### src/rtl/mat_pkg.sv
package mat_pkg;

    localparam int HOMING_SAMPLES = 20;

    localparam int RAW_W      = 32;
    localparam int V_W        = 34;
    localparam int REM_W      = V_W + 1;
    localparam int WRAP_W     = 29;
    localparam int DELTA_W    = WRAP_W + 1;
    localparam int TURN_W     = 16;
    localparam int POS_W      = 45;
    localparam int SETTLE_W   = 4;
    localparam int TOL_W      = 29;
    localparam int MU_W       = 24;
    localparam int CFG_ADDR_W = 1;
    localparam int CFG_DATA_W = 29;

    // output beat layout, lowest bit first
    localparam int OUT_TURNS_LSB = POS_W;
    localparam int OUT_PV_BIT    = POS_W + TURN_W;
    localparam int OUT_BUSY_BIT  = OUT_PV_BIT + 1;
    localparam int OUT_SETTL_BIT = OUT_PV_BIT + 2;
    localparam int OUT_OK_BIT    = OUT_PV_BIT + 3;
    localparam int OUT_USED_W    = OUT_OK_BIT + 1;
    localparam int OUT_DATA_W    = ((OUT_USED_W + 7) / 8) * 8;

    // homing accumulator and offset divider (sum / HOMING_SAMPLES in two halves)
    localparam int CNT_W    = $clog2(HOMING_SAMPLES + 1);
    localparam int SUM_W    = RAW_W + CNT_W;
    localparam int DIV_LO_W = SUM_W / 2;
    localparam int DIV_HI_W = SUM_W - DIV_LO_W;
    localparam int DIV_K1   = DIV_HI_W + 6;
    localparam int DIV_K2   = DIV_LO_W + 12;
    localparam int DIV_Y_W  = CNT_W + DIV_LO_W;
    localparam int DIV_P1_W = DIV_HI_W + DIV_K1 + 1;
    localparam int DIV_P2_W = DIV_Y_W + DIV_K2 + 1;

    localparam logic [DIV_K1:0] DIV_R1 = (DIV_K1 + 1)'(
        ((64'd1 << DIV_K1) + 64'(HOMING_SAMPLES) - 64'd1) / 64'(HOMING_SAMPLES));
    localparam logic [DIV_K2:0] DIV_R2 = (DIV_K2 + 1)'(
        ((64'd1 << DIV_K2) + 64'(HOMING_SAMPLES) - 64'd1) / 64'(HOMING_SAMPLES));
    localparam logic [DIV_HI_W-1:0] DIV_N_HI    = DIV_HI_W'(HOMING_SAMPLES);
    localparam logic [CNT_W-1:0]    SAMPLE_LAST = CNT_W'(HOMING_SAMPLES - 1);

    // angle constants in micro-degrees
    localparam logic [19:0]              MICRO_PER_DEG = 20'd1000000;
    localparam logic [WRAP_W-1:0]        FULL_TURN     = WRAP_W'(360000000);
    localparam logic signed [REM_W-1:0]  FULL_TURN_R   = REM_W'(360000000);
    localparam logic signed [DELTA_W-1:0] HALF_TURN_D  = DELTA_W'(180000000);

    // turn quotient estimate: floor(v / 360e6) ~ (v[33:24] * 1527) >>> 15
    localparam int EST_IN_W  = 10;
    localparam int EST_C_W   = 12;
    localparam int EST_P_W   = EST_IN_W + EST_C_W;
    localparam int EST_SHIFT = 15;
    localparam int Q_EST_W   = EST_P_W - EST_SHIFT;
    localparam logic signed [EST_C_W-1:0] WRAP_EST_MUL = 12'sd1527;

    localparam logic signed [TURN_W-1:0] TURN_MIN = {1'b1, {(TURN_W - 1){1'b0}}};
    localparam logic signed [TURN_W-1:0] TURN_MAX = {1'b0, {(TURN_W - 1){1'b1}}};
    localparam logic signed [TURN_W-1:0] TURN_NEG_ONE = {TURN_W{1'b1}};

    localparam logic [SETTLE_W-1:0] SETTLE_TICKS_RST = 4'd5;
    localparam logic [TOL_W-1:0]    VERIFY_TOL_RST   = TOL_W'(1000000);

    typedef enum logic [CFG_ADDR_W-1:0] {
        REG_SETTLE_TICKS = 1'b0,
        REG_VERIFY_TOL   = 1'b1
    } cfg_reg_t;

    typedef struct packed {
        logic homed;
        logic busy;
        logic settling;
    } status_t;

    typedef struct packed {
        logic                  restart;
        logic                  sample;
        logic signed [V_W-1:0] v;
        status_t               st;
    } front_t;

    typedef struct packed {
        logic              restart;
        logic              sample;
        logic [WRAP_W-1:0] w;
        status_t           st;
    } wrap_t;

    typedef struct packed {
        logic                     sample;
        logic [WRAP_W-1:0]        w;
        logic signed [TURN_W-1:0] turns;
        status_t                  st;
    } turn_t;

endpackage

### src/rtl/mat_front.sv
module mat_front (
    input  logic                               aclk,
    input  logic                               aresetn,
    input  logic                               s_tvalid,
    output logic                               s_tready,
    input  logic                               op,
    input  logic signed [mat_pkg::RAW_W-1:0]   raw_position,
    input  logic [mat_pkg::SETTLE_W-1:0]       settle_ticks,
    output logic                               out_valid,
    input  logic                               out_ready,
    output mat_pkg::front_t                    out_beat
);
    import mat_pkg::*;

    typedef enum logic [2:0] {
        DIV_IDLE   = 3'b001,
        DIV_SPLIT  = 3'b010,
        DIV_FINISH = 3'b100
    } div_state_t;

    div_state_t div_state_reg, div_state_next;

    logic                    valid_reg, valid_next;
    front_t                  beat_reg, beat_next;
    logic                    homed_reg, homed_next;
    logic [SETTLE_W-1:0]     settle_reg, settle_next;
    logic                    collecting_reg, collecting_next;
    logic [CNT_W-1:0]        collected_reg, collected_next;
    logic signed [SUM_W-1:0] sum_reg, sum_next;
    logic signed [RAW_W-1:0] offset_reg, offset_next;

    logic [DIV_HI_W-1:0] qh_reg;
    logic [CNT_W-1:0]    rh_reg;
    logic [DIV_LO_W-1:0] ml_reg;
    logic                neg_reg;

    logic                  accept;
    logic                  div_start;
    logic [SETTLE_W-1:0]   settle_dec;
    logic [MU_W-1:0]       settle_prod;
    logic signed [V_W-1:0] raw_ext, off_ext, settle_ext, v_calc;

    logic [SUM_W-1:0]    sum_mag;
    logic [DIV_HI_W-1:0] mh, qh, rem_hi;
    logic [DIV_LO_W-1:0] ml, ql;
    logic [DIV_P1_W-1:0] p1;
    logic [DIV_Y_W-1:0]  y;
    logic [DIV_P2_W-1:0] p2;
    logic [SUM_W-1:0]    quot, off_full;

    assign s_tready  = (!valid_reg || out_ready) && (div_state_reg == DIV_IDLE);
    assign accept    = s_tvalid && s_tready;
    assign out_valid = valid_reg;
    assign out_beat  = beat_reg;

    // angle before wrapping: raw - offset + countdown in whole degrees
    assign settle_dec  = (settle_reg != '0) ? settle_reg - 1'b1 : '0;
    assign settle_prod = MU_W'(settle_dec) * MU_W'(MICRO_PER_DEG);
    assign raw_ext     = V_W'(raw_position);
    assign off_ext     = V_W'(offset_reg);
    assign settle_ext  = $signed(V_W'(settle_prod));
    assign v_calc      = raw_ext - off_ext + settle_ext;

    always_comb begin
        homed_next      = homed_reg;
        settle_next     = settle_reg;
        collecting_next = collecting_reg;
        collected_next  = collected_reg;
        sum_next        = sum_reg;
        div_start       = 1'b0;
        if (accept) begin
            if (op) begin
                collecting_next = 1'b1;
                collected_next  = '0;
                sum_next        = '0;
            end else begin
                settle_next = settle_dec;
                if (collecting_reg) begin
                    sum_next = sum_reg + SUM_W'(raw_position);
                    if (collected_reg == SAMPLE_LAST) begin
                        homed_next      = 1'b1;
                        settle_next     = settle_ticks;
                        collecting_next = 1'b0;
                        collected_next  = '0;
                        div_start       = 1'b1;
                    end else begin
                        collected_next = collected_reg + 1'b1;
                    end
                end
            end
        end
    end

    always_comb begin
        beat_next.restart     = op;
        beat_next.sample      = !op && homed_reg;
        beat_next.v           = v_calc;
        beat_next.st.homed    = homed_next;
        beat_next.st.busy     = collecting_next;
        beat_next.st.settling = settle_next != '0;
        if (accept) begin
            valid_next = 1'b1;
        end else if (out_ready) begin
            valid_next = 1'b0;
        end else begin
            valid_next = valid_reg;
        end
    end

    // offset = trunc(sum / N): high half first, remainder folded into the low half
    assign sum_mag = sum_reg[SUM_W-1] ? SUM_W'(-sum_reg) : SUM_W'(sum_reg);
    assign mh      = sum_mag[SUM_W-1 -: DIV_HI_W];
    assign ml      = sum_mag[DIV_LO_W-1:0];
    assign p1      = DIV_P1_W'(mh) * DIV_P1_W'(DIV_R1);
    assign qh      = p1[DIV_K1 +: DIV_HI_W];
    assign rem_hi  = mh - qh * DIV_N_HI;

    assign y        = {rh_reg, ml_reg};
    assign p2       = DIV_P2_W'(y) * DIV_P2_W'(DIV_R2);
    assign ql       = p2[DIV_K2 +: DIV_LO_W];
    assign quot     = {qh_reg, ql};
    assign off_full = neg_reg ? -quot : quot;

    always_comb begin
        div_state_next = div_state_reg;
        offset_next    = offset_reg;
        unique case (div_state_reg)
            DIV_IDLE: begin
                if (div_start) begin
                    div_state_next = DIV_SPLIT;
                end
            end
            DIV_SPLIT: begin
                div_state_next = DIV_FINISH;
            end
            DIV_FINISH: begin
                div_state_next = DIV_IDLE;
                offset_next    = $signed(off_full[RAW_W-1:0]);
            end
            default: begin
                div_state_next = DIV_IDLE;
            end
        endcase
    end

    always_ff @(posedge aclk) begin
        if (!aresetn) begin
            div_state_reg  <= DIV_IDLE;
            valid_reg      <= 1'b0;
            homed_reg      <= 1'b0;
            settle_reg     <= '0;
            collecting_reg <= 1'b0;
            collected_reg  <= '0;
            sum_reg        <= '0;
            offset_reg     <= '0;
        end else begin
            div_state_reg  <= div_state_next;
            valid_reg      <= valid_next;
            homed_reg      <= homed_next;
            settle_reg     <= settle_next;
            collecting_reg <= collecting_next;
            collected_reg  <= collected_next;
            sum_reg        <= sum_next;
            offset_reg     <= offset_next;
        end
    end

    always_ff @(posedge aclk) begin
        if (accept) begin
            beat_reg <= beat_next;
        end
        if (div_state_reg == DIV_SPLIT) begin
            qh_reg  <= qh;
            rh_reg  <= rem_hi[CNT_W-1:0];
            ml_reg  <= ml;
            neg_reg <= sum_reg[SUM_W-1];
        end
    end

endmodule

### src/rtl/mat_wrap.sv
module mat_wrap (
    input  logic            aclk,
    input  logic            aresetn,
    input  logic            in_valid,
    output logic            in_ready,
    input  mat_pkg::front_t in_beat,
    output logic            out_valid,
    input  logic            out_ready,
    output mat_pkg::wrap_t  out_beat
);
    import mat_pkg::*;

    logic   valid_reg, valid_next;
    wrap_t  beat_reg, beat_next;
    logic   load;

    logic signed [EST_IN_W-1:0] v_top;
    logic signed [EST_P_W-1:0]  est_prod;
    logic signed [Q_EST_W-1:0]  q_est;
    logic signed [REM_W-1:0]    q_full, rem, w_sel;

    assign in_ready  = !valid_reg || out_ready;
    assign load      = in_valid && in_ready;
    assign out_valid = valid_reg;
    assign out_beat  = beat_reg;

    // estimate may be one off either way; a single fix-up lands in 0..360 degrees
    assign v_top    = in_beat.v[V_W-1 -: EST_IN_W];
    assign est_prod = EST_P_W'(v_top) * EST_P_W'(WRAP_EST_MUL);
    assign q_est    = $signed(est_prod[EST_P_W-1:EST_SHIFT]);
    assign q_full   = REM_W'(q_est) * FULL_TURN_R;
    assign rem      = REM_W'(in_beat.v) - q_full;

    always_comb begin
        if (rem < 0) begin
            w_sel = rem + FULL_TURN_R;
        end else if (rem >= FULL_TURN_R) begin
            w_sel = rem - FULL_TURN_R;
        end else begin
            w_sel = rem;
        end
        beat_next.restart = in_beat.restart;
        beat_next.sample  = in_beat.sample;
        beat_next.w       = w_sel[WRAP_W-1:0];
        beat_next.st      = in_beat.st;
        if (load) begin
            valid_next = 1'b1;
        end else if (out_ready) begin
            valid_next = 1'b0;
        end else begin
            valid_next = valid_reg;
        end
    end

    always_ff @(posedge aclk) begin
        if (!aresetn) begin
            valid_reg <= 1'b0;
        end else begin
            valid_reg <= valid_next;
        end
    end

    always_ff @(posedge aclk) begin
        if (load) begin
            beat_reg <= beat_next;
        end
    end

endmodule

### src/rtl/mat_turns.sv
module mat_turns (
    input  logic           aclk,
    input  logic           aresetn,
    input  logic           in_valid,
    output logic           in_ready,
    input  mat_pkg::wrap_t in_beat,
    output logic           out_valid,
    input  logic           out_ready,
    output mat_pkg::turn_t out_beat
);
    import mat_pkg::*;

    logic                     valid_reg, valid_next;
    turn_t                    beat_reg, beat_next;
    logic [WRAP_W-1:0]        wnow_reg, wnow_next;
    logic                     wnow_valid_reg, wnow_valid_next;
    logic signed [TURN_W-1:0] turn_reg, turn_next;
    logic                     load;
    logic signed [DELTA_W-1:0] delta;

    assign in_ready  = !valid_reg || out_ready;
    assign load      = in_valid && in_ready;
    assign out_valid = valid_reg;
    assign out_beat  = beat_reg;

    assign delta = $signed({1'b0, in_beat.w}) - $signed({1'b0, wnow_reg});

    always_comb begin
        wnow_next       = wnow_reg;
        wnow_valid_next = wnow_valid_reg;
        turn_next       = turn_reg;
        if (load) begin
            if (in_beat.restart) begin
                wnow_valid_next = 1'b0;
                turn_next       = '0;
            end else if (in_beat.sample) begin
                wnow_next       = in_beat.w;
                wnow_valid_next = 1'b1;
                // exactly half a turn counts as no wrap
                if (wnow_valid_reg) begin
                    if (delta > HALF_TURN_D) begin
                        if (turn_reg != TURN_MIN) begin
                            turn_next = turn_reg - 1'b1;
                        end
                    end else if (delta < -HALF_TURN_D) begin
                        if (turn_reg != TURN_MAX) begin
                            turn_next = turn_reg + 1'b1;
                        end
                    end
                end
            end
        end
        beat_next.sample = in_beat.sample;
        beat_next.w      = in_beat.w;
        beat_next.turns  = turn_next;
        beat_next.st     = in_beat.st;
        if (load) begin
            valid_next = 1'b1;
        end else if (out_ready) begin
            valid_next = 1'b0;
        end else begin
            valid_next = valid_reg;
        end
    end

    always_ff @(posedge aclk) begin
        if (!aresetn) begin
            valid_reg      <= 1'b0;
            wnow_reg       <= '0;
            wnow_valid_reg <= 1'b0;
            turn_reg       <= '0;
        end else begin
            valid_reg      <= valid_next;
            wnow_reg       <= wnow_next;
            wnow_valid_reg <= wnow_valid_next;
            turn_reg       <= turn_next;
        end
    end

    always_ff @(posedge aclk) begin
        if (load) begin
            beat_reg <= beat_next;
        end
    end

endmodule

### src/rtl/mat_out.sv
module mat_out (
    input  logic                             aclk,
    input  logic                             aresetn,
    input  logic                             in_valid,
    output logic                             in_ready,
    input  mat_pkg::turn_t                   in_beat,
    input  logic [mat_pkg::TOL_W-1:0]        verify_tolerance,
    output logic                             m_valid,
    input  logic                             m_ready,
    output logic signed [mat_pkg::POS_W-1:0] position,
    output logic signed [mat_pkg::TURN_W-1:0] turns,
    output mat_pkg::status_t                 status,
    output logic                             homing_ok
);
    import mat_pkg::*;

    logic                     valid_reg, valid_next;
    logic signed [POS_W-1:0]  held_reg, held_next;
    logic signed [TURN_W-1:0] turns_reg;
    status_t                  st_reg;
    logic                     ok_reg, ok_next;
    logic                     load;

    logic signed [POS_W-1:0] turn_prod, held_calc, tol_s;

    assign in_ready  = !valid_reg || m_ready;
    assign load      = in_valid && in_ready;
    assign m_valid   = valid_reg;
    assign position  = held_reg;
    assign turns     = turns_reg;
    assign status    = st_reg;
    assign homing_ok = ok_reg;

    assign turn_prod = POS_W'(in_beat.turns) * $signed(POS_W'(FULL_TURN));
    assign held_calc = $signed(POS_W'(in_beat.w)) + turn_prod;
    assign tol_s     = $signed(POS_W'(verify_tolerance));

    always_comb begin
        held_next = (load && in_beat.sample) ? held_calc : held_reg;
        ok_next   = in_beat.st.homed && (held_next <= tol_s) && (held_next >= -tol_s) &&
                    !(held_next < 0 && in_beat.turns != TURN_NEG_ONE);
        if (load) begin
            valid_next = 1'b1;
        end else if (m_ready) begin
            valid_next = 1'b0;
        end else begin
            valid_next = valid_reg;
        end
    end

    always_ff @(posedge aclk) begin
        if (!aresetn) begin
            valid_reg <= 1'b0;
            held_reg  <= '0;
        end else begin
            valid_reg <= valid_next;
            held_reg  <= held_next;
        end
    end

    always_ff @(posedge aclk) begin
        if (load) begin
            turns_reg <= in_beat.turns;
            st_reg    <= in_beat.st;
            ok_reg    <= ok_next;
        end
    end

endmodule

### src/rtl/multiturn_angle_tracker_core.sv
// Multi-turn angle tracker.
// Input beats: s_tdata carries a signed raw angle in micro-degrees, s_tuser[0]
// selects a sample (0) or a start-homing command (1). After a start command the
// next HOMING_SAMPLES samples are averaged into the zero offset; once homed each
// sample is wrapped into 0..360 degrees and unwrapped with a saturating turn count.
// Every input beat gives exactly one output beat on m_*.
// An s_ beat reaches m_tvalid through the front, wrap, turn count and output
// registers. Throughput is one beat per cycle while m_tready allows; after the
// beat that completes homing, s_tready stays low while the two-step offset
// divider runs.
// Each stage holds its own beat, so a stalled m_tready fills the four stages and
// only then drops s_tready. Results are never dropped or repeated.
// Reset (aresetn low, synchronous) empties the pipe, clears homing state, offset
// and turn count, and loads settle_ticks = 5, verify_tolerance = 1000000.
// Configuration writes (cfg_wr_en) take effect at the next edge and are meant to
// happen while the block is empty.
module multiturn_angle_tracker_core (
    input  logic                                aclk,
    input  logic                                aresetn,
    input  logic                                s_tvalid,
    output logic                                s_tready,
    input  logic [31:0]                         s_tdata,   // [31:0] raw_position
    input  logic [0:0]                          s_tuser,   // [0] op
    output logic                                m_tvalid,
    input  logic                                m_tready,
    // [44:0] position, [60:45] turns, [61] position_valid, [62] homing_busy,
    // [63] settling, [64] homing_ok, rest zero
    output logic [mat_pkg::OUT_DATA_W-1:0]      m_tdata,
    input  logic                                cfg_wr_en,
    input  logic [mat_pkg::CFG_ADDR_W-1:0]      cfg_index,
    input  logic [mat_pkg::CFG_DATA_W-1:0]      cfg_wdata
);
    import mat_pkg::*;

    logic [SETTLE_W-1:0] settle_ticks_reg;
    logic [TOL_W-1:0]    verify_tol_reg;

    logic   f_valid, f_ready;
    front_t f_beat;
    logic   w_valid, w_ready;
    wrap_t  w_beat;
    logic   t_valid, t_ready;
    turn_t  t_beat;

    logic signed [POS_W-1:0]  position;
    logic signed [TURN_W-1:0] turns;
    status_t                  status;
    logic                     homing_ok;

    always_ff @(posedge aclk) begin
        if (!aresetn) begin
            settle_ticks_reg <= SETTLE_TICKS_RST;
            verify_tol_reg   <= VERIFY_TOL_RST;
        end else if (cfg_wr_en) begin
            unique case (cfg_reg_t'(cfg_index))
                REG_SETTLE_TICKS: settle_ticks_reg <= cfg_wdata[SETTLE_W-1:0];
                REG_VERIFY_TOL:   verify_tol_reg   <= cfg_wdata[TOL_W-1:0];
                default: ;
            endcase
        end
    end

    mat_front u_front (
        .aclk         (aclk),
        .aresetn      (aresetn),
        .s_tvalid     (s_tvalid),
        .s_tready     (s_tready),
        .op           (s_tuser[0]),
        .raw_position ($signed(s_tdata[RAW_W-1:0])),
        .settle_ticks (settle_ticks_reg),
        .out_valid    (f_valid),
        .out_ready    (f_ready),
        .out_beat     (f_beat)
    );

    mat_wrap u_wrap (
        .aclk      (aclk),
        .aresetn   (aresetn),
        .in_valid  (f_valid),
        .in_ready  (f_ready),
        .in_beat   (f_beat),
        .out_valid (w_valid),
        .out_ready (w_ready),
        .out_beat  (w_beat)
    );

    mat_turns u_turns (
        .aclk      (aclk),
        .aresetn   (aresetn),
        .in_valid  (w_valid),
        .in_ready  (w_ready),
        .in_beat   (w_beat),
        .out_valid (t_valid),
        .out_ready (t_ready),
        .out_beat  (t_beat)
    );

    mat_out u_out (
        .aclk             (aclk),
        .aresetn          (aresetn),
        .in_valid         (t_valid),
        .in_ready         (t_ready),
        .in_beat          (t_beat),
        .verify_tolerance (verify_tol_reg),
        .m_valid          (m_tvalid),
        .m_ready          (m_tready),
        .position         (position),
        .turns            (turns),
        .status           (status),
        .homing_ok        (homing_ok)
    );

    assign m_tdata = {{(OUT_DATA_W - OUT_USED_W){1'b0}}, homing_ok, status.settling,
                      status.busy, status.homed, turns, position};

endmodule

### config.mk
export PLATFORM = sky130hd
export DESIGN_NAME = multiturn_angle_tracker_core
export DESIGN_NICKNAME = d
export VERILOG_FILES = /design/src/rtl/mat_pkg.sv /design/src/rtl/mat_front.sv /design/src/rtl/mat_wrap.sv /design/src/rtl/mat_turns.sv /design/src/rtl/mat_out.sv /design/src/rtl/multiturn_angle_tracker_core.sv
export SDC_FILE = /design/constraint.sdc
export NUM_CORES = 2
export LEC_CHECK = 0
export BUFFER_PORTS_ARGS = -buffer_cell sky130_fd_sc_hd__buf_2
export CAP_MARGIN = 20
export CORE_MARGIN = 1.5
export CORE_UTILIZATION = 35
export CTS_CLUSTER_DIAMETER = 30
export DETAILED_ROUTE_END_ITERATION = 7
export GPL_ROUTABILITY_DRIVEN = 0
export GPL_TIMING_DRIVEN = 0
export SLEW_MARGIN = 15
export SYNTH_ARGS = -nofsm -noshare
export SYNTH_HDL_FRONTEND = slang
export SYNTH_HIERARCHICAL = 1
export SYNTH_SLANG_ARGS = --single-unit
### constraint.sdc
create_clock -name aclk -period 10.4 [get_ports aclk]
set_clock_uncertainty 0.1 [all_clocks]
set_input_delay 0.52 -clock aclk [delete_from_list [all_inputs] [get_ports aclk]]
set_output_delay 0.52 -clock aclk [all_outputs]
set_load 0.1 [all_outputs]
# Word-level counts from Yosys, hierarchy flattened
# Index checks and enable logic that the tools add are counted.
# totals
output_inout_bits	74
elab_cells	165
ff_bits	391
# op_classes
bitwise_logic	2
magnitude_cmp	7
n_eq_ne	8
mux	47
addsub	16
n_reduce_logical	34
mul	7
# op_table
cell	count
16-bit two-way mux	8
37-bit two-way mux	3
29-bit two-way mux	2
23-bit by 24-bit multiplier with 46-bit output, second input constant	1
30-bit by 45-bit adder with 45-bit output	1
45-bit greater-or-equal comparator	1
45-bit by 30-bit <= comparator with 1-bit output	1
45-bit by 1-bit less-than comparator with 1-bit output, second input constant	1
45-bit two-way mux	1
29-bit negation with 45-bit output	1
19-bit by 20-bit multiplier with 39-bit output, second input constant	1
37-bit by 32-bit adder with 37-bit output	1
37-bit negation	1
16-bit by 21-bit multiplier with 36-bit output, second input constant	1
35-bit by 30-bit greater-or-equal comparator with 1-bit output, second input constant	1
35-bit by 1-bit less-than comparator with 1-bit output, second input constant	1
34-bit by 35-bit subtractor with 35-bit output	1
34-bit by 25-bit adder with 34-bit output	1
32-bit by 32-bit subtractor with 33-bit output	1
32-bit two-way mux	1
16-bit inequality test, second input constant	2
32-bit negation	1
30-bit by 29-bit > comparator with 1-bit output, second input constant	1
30-bit by 29-bit less-than comparator with 1-bit output, second input constant	1
other kinds (31)	86

# Longest topological paths before layout
# depth
word_depth	10
mapped_depth	48
ltp_nobuf	46

# Hierarchy
# Netlist, hierarchy kept.
# modules_own_cells
module	area_per_inst_um2	cells_each	instances
mat_front	24472.2	2626	1
mat_out	12205.5	1421	1
mat_wrap	8295.5	901	1
mat_turns	6507.5	761	1
multiturn_angle_tracker_core	1381.3	157	1

# Worst setup path after synthesis
# Ideal clock, no wire load.
# synth_timing
kind	reg2reg
startpoint	register u_front.beat_reg (netlist bit u_front/out_beat[28])
endpoint	register u_wrap.beat_reg (netlist bit u_wrap/out_beat[30]), data pin
arrival_ns	10.761
stages_incl_launch_ff	45
path_slack_ns	-0.726
required_time_ns	10.035
cell_sequence	edfxtp_1 fa_1 inv_1 fa_1 inv_1 fa_1 fa_1 inv_1 fa_1 inv_1 ha_1 a2111oi_0 o21ai_0 nand3_1 nand3_1 a31oi_1 xnor2_1 ha_1 [9 not listed] a21oi_1 o21ai_0 a21o_1 a21oi_1 xor2_1 ha_1 a21oi_1 o21ai_0 a2111oi_0 o21ai_1 and3_1 a211o_1 o2bb2ai_1 or3_1 buf_4 buf_12 a22oi_2 xnor2_1
# synth_via
elab_chain_cells	6
elab_cells_between_ends	9
cone_classes	add/sub (3); mul (2); order compare (2); mux (2)
# synth_lines
element	line	rtl
from (decl)	mat_front.sv:24	front_t beat_reg, beat_next;
from (signal assigned)	mat_front.sv:170	beat_reg <= beat_next;
10-bit by 12-bit multiplier with 22-bit output	mat_wrap.sv:29	assign est_prod = EST_P_W'(v_top) * EST_P_W'(WRAP_EST_MUL);
7-bit by 21-bit multiplier with 26-bit output	mat_wrap.sv:31	assign q_full = REM_W'(q_est) * FULL_TURN_R;
34-bit by 35-bit subtractor with 35-bit output *	mat_wrap.sv:32	assign rem = REM_W'(in_beat.v) - q_full;
29-bit subtractor or 35-bit by 30-bit greater-or-equal comparator with 1-bit output (tied branches)	mat_wrap.sv:38, mat_wrap.sv:37	
29-bit two-way mux	mat_wrap.sv:37	end else if (rem >= FULL_TURN_R) begin
29-bit two-way mux *	mat_wrap.sv:35	if (rem < 0) begin
net u_wrap.w_sel[27]	mat_wrap.sv:20	logic signed [REM_W-1:0] q_full, rem, w_sel;
to (signal assigned)	mat_wrap.sv:65	beat_reg <= beat_next;
to (decl)	mat_wrap.sv:14	wrap_t beat_reg, beat_next;
# The timed path passes the listed nets; every way through them passes the cells marked *.
# A chain may end at the register's enable or synchronous reset.

# Worst setup path after layout
# layout_timing
startpoint	register u_front.beat_reg (netlist bit u_front/out_beat[28])
endpoint	register u_wrap.beat_reg (netlist bit u_wrap/out_beat[16]), data pin
# Same word-level chain as after synthesis.

==> results_dict.tcl <==
set metrics [dict create \
    status "finished with violations" \
    violations "negative setup slack" \
    drc 0 \
    max_cap_viol_count 0 \
    arrival_ns 11.09 \
    grt_usage 0.193 \
    finalCriticalPeriod_ns 10.82 \
    drt_iter0_drc 2561 \
    grt_pass1_vias 43600 \
    clk_path_buf_depth 3 \
    drt-total-wl_um 148000 \
    r2r-start "u_front/out_beat[28]" \
    die_area_um2 153000 \
    die_h_um 392 \
    ys_types 144 \
    grt_max_degree 35 \
    core_um2 150000 \
    clock-sinks 391 \
    synth-simple-area-share 0.141 \
    ys_warn_count 6 \
    vias 43200 \
    finalHoldViolations 0 \
    pin_count 142 \
    path_clk_slew_ns 0.05 \
    hp-class "input port to flip-flop" \
    fin_util 0.406 \
    grt_overflow 0 \
    async_reset_ff_frac 0 \
    final_cell_area_um2 60800 \
    worst_ep_required_time_ns 10.67 \
    max_clock_freq_mhz 92.4 \
    row_count 142 \
    die_w_um 392 \
    synth_edf_count 180 \
    cp_max_fo 6 \
    ant_nets 0 \
    drive_above_1_share 0.115 \
    worstSetupEndpointType "flip-flop" \
    grt_pass1_wl_um 236000 \
    cts_buffers 84 \
    synth.area.mux_share 0.00630 \
    critPathKind "flip-flop to flip-flop" \
    dpl.hpwl_um 126000 \
    synth_seq_area_share 0.182 \
    wl_per_cell_um 17.9 \
    r2r_end "u_wrap/out_beat[16]" \
    timing.final.ws_setup_ns -0.419 \
    r2r_cells 46 \
    drv_slew 0 \
    layout_commonest_cell "inv_1" \
    vias_per_cell 5.22 \
    synth_compound_area_frac 0.162 \
    holdCritStartpoint "cfg_wdata[25]" \
    synth-seq-cells 391 \
    syn_avg_cell_area_um2 9.01 \
    antenna_found_initial 7 \
    start_kind "flip-flop" \
    clock_latency_ns 0.66 \
    synthAdderAreaFrac 0.371 \
    htreeDepth 3 \
    largest_reg_flops 49 \
    hold_depth 3 \
    worst_pin_slew_ns 0.992 \
    reg2reg_slack_ns -0.42 \
    nets 7555 \
    synthCells 5866 \
    grt_setup_unrepaired "yes" \
    cts_root_buf "clkbuf_16" \
    slew_headroom 0.337 \
    syn_area_um2 52900 \
    portBuffers 134 \
    holdPathEnd "verify_tol_reg[25]" \
    synth_top_family_by_area "adder cells" \
    cts_tree "yes" \
    finalSetupViolations 20 \
    placed_cell_area_um2 56400 \
    initial_core_util 0.353 \
    ys.flop_type "dfxtp_1" \
    cp_slowest_cell "fa_2" \
    synth_xor_area_frac 0.0538 \
    period_share 1.04 \
    syn2layout_area_growth_pct 15.1 \
    critPathMaxStageDelay_ns 0.64 \
    mostFrequentLayoutCells "948 x inv_1, 847 x ha_1, 434 x fa_1" \
    firstDrtPassIters 7 \
]
==> synthesized netlist by cell type (51+ instances only) <==
library cell / instances / share of area
dfxtp_1: 211 / 0.080
a21oi_1: 320 / 0.030
and2_1: 79 / 0.0093
nor2_1: 262 / 0.019
clkbuf_1: 100 / 0.0071
fa_1: 436 / 0.17
ha_1: 867 / 0.21
nand4_1: 84 / 0.0099
edfxtp_1: 180 / 0.10
xnor2_1: 208 / 0.034
a31oi_1: 51 / 0.0060
nand2_1: 433 / 0.031
nor3_1: 84 / 0.0080
inv_1: 962 / 0.068
o21ai_0: 251 / 0.024
nand3_1: 104 / 0.0098
a21o_1: 107 / 0.015
xor2_1: 105 / 0.017
==> metal layers <==
layer | vias to the layer above | global-route usage | share of wire
met4 | 8 | 0.0502 | 0.025
met3 | 210 | 0.0265 | 0.051
li1 | 21000 | - | -
met1 | 20900 | 0.247 | 0.43
met5 | - | 0 | 0.00032
met2 | 1016 | 0.340 | 0.49
==> worst max-delay path, delay by kind of cell (launching register included) <==
family | cells | cell delay [ns]
buffers and inverters | 10 | 0.92
adder cells (fa/ha/maj) | 12 | 4.61
AND/OR/NAND/NOR | 2 | 0.61
flip-flops | 1 | 0.44
multiplexers | 1 | 0.14
AO/OA/AOI/OAI | 18 | 3.18
XOR/XNOR | 3 | 0.49
==> stage by stage <==
stage	setup slack [ns]	setup TNS [ns]	hold WS (ns)	std cells
6_report	-0.419	-7.33	0.0451	8275
3_3_place_gp	-1.65	-29.43	0.303	8022
5_1_grt	-0.836	-15.42	0.0175	8273
3_5_place_dp	-1.72	-31.30	0.306	8028
4_1_cts	-0.466	-7.63	0.00606	8243
2_1_floorplan	-0.00893	-0.00893	0.300	5872
==> how the worst max path moves through the flow <==
stage                              start             endpoint  slack (ns)  depth (start not counted)
floorplan           u_front/out_beat[30]  u_wrap/out_beat[30]      -0.009                         46
global placement    u_front/out_beat[30]  u_wrap/out_beat[22]       -1.65                         40
detailed placement  u_front/out_beat[30]  u_wrap/out_beat[22]       -1.72                         40
CTS                 u_front/out_beat[29]  u_wrap/out_beat[18]       -0.47                         44
global route        u_front/out_beat[28]  u_wrap/out_beat[30]       -0.84                         38
finish              u_front/out_beat[28]  u_wrap/out_beat[16]       -0.42                         46
==> repair_timing <==
item                                    CTS  global route
endpoints found under the setup margin   21            22
hold buffers                              3             0
endpoints found under the hold margin     3             0
setup buffers                            53            32
pin swaps                                75            37
gates cloned                              2             0
gates resized for setup                 108            40
==> layout make-up <==
type                            count  area [um2]
Inverter                          964        3620
Antenna cell                        3        7.51
Clock inverter                     49         587
Buffer                            163         893
Multi-Input combinational cell   4351       39700
Timing Repair Buffer              229        1490
Tap cell                         2016        2520
Fill cell                       14900       89100
Sequential cell                   391        9630
Clock buffer                      109        2360
==> logic make-up after synthesis <==
kind of cell,count (synthesis)
simple gates,1438
xor+xnor,319
flops,391
buf+inv,1130
other cells,1
compound gates,1251
fa+ha+maj,1304
mux,32
Power is not shown: default switching activity piles up to over one toggle a cycle in this logic, so the estimate is an artifact.
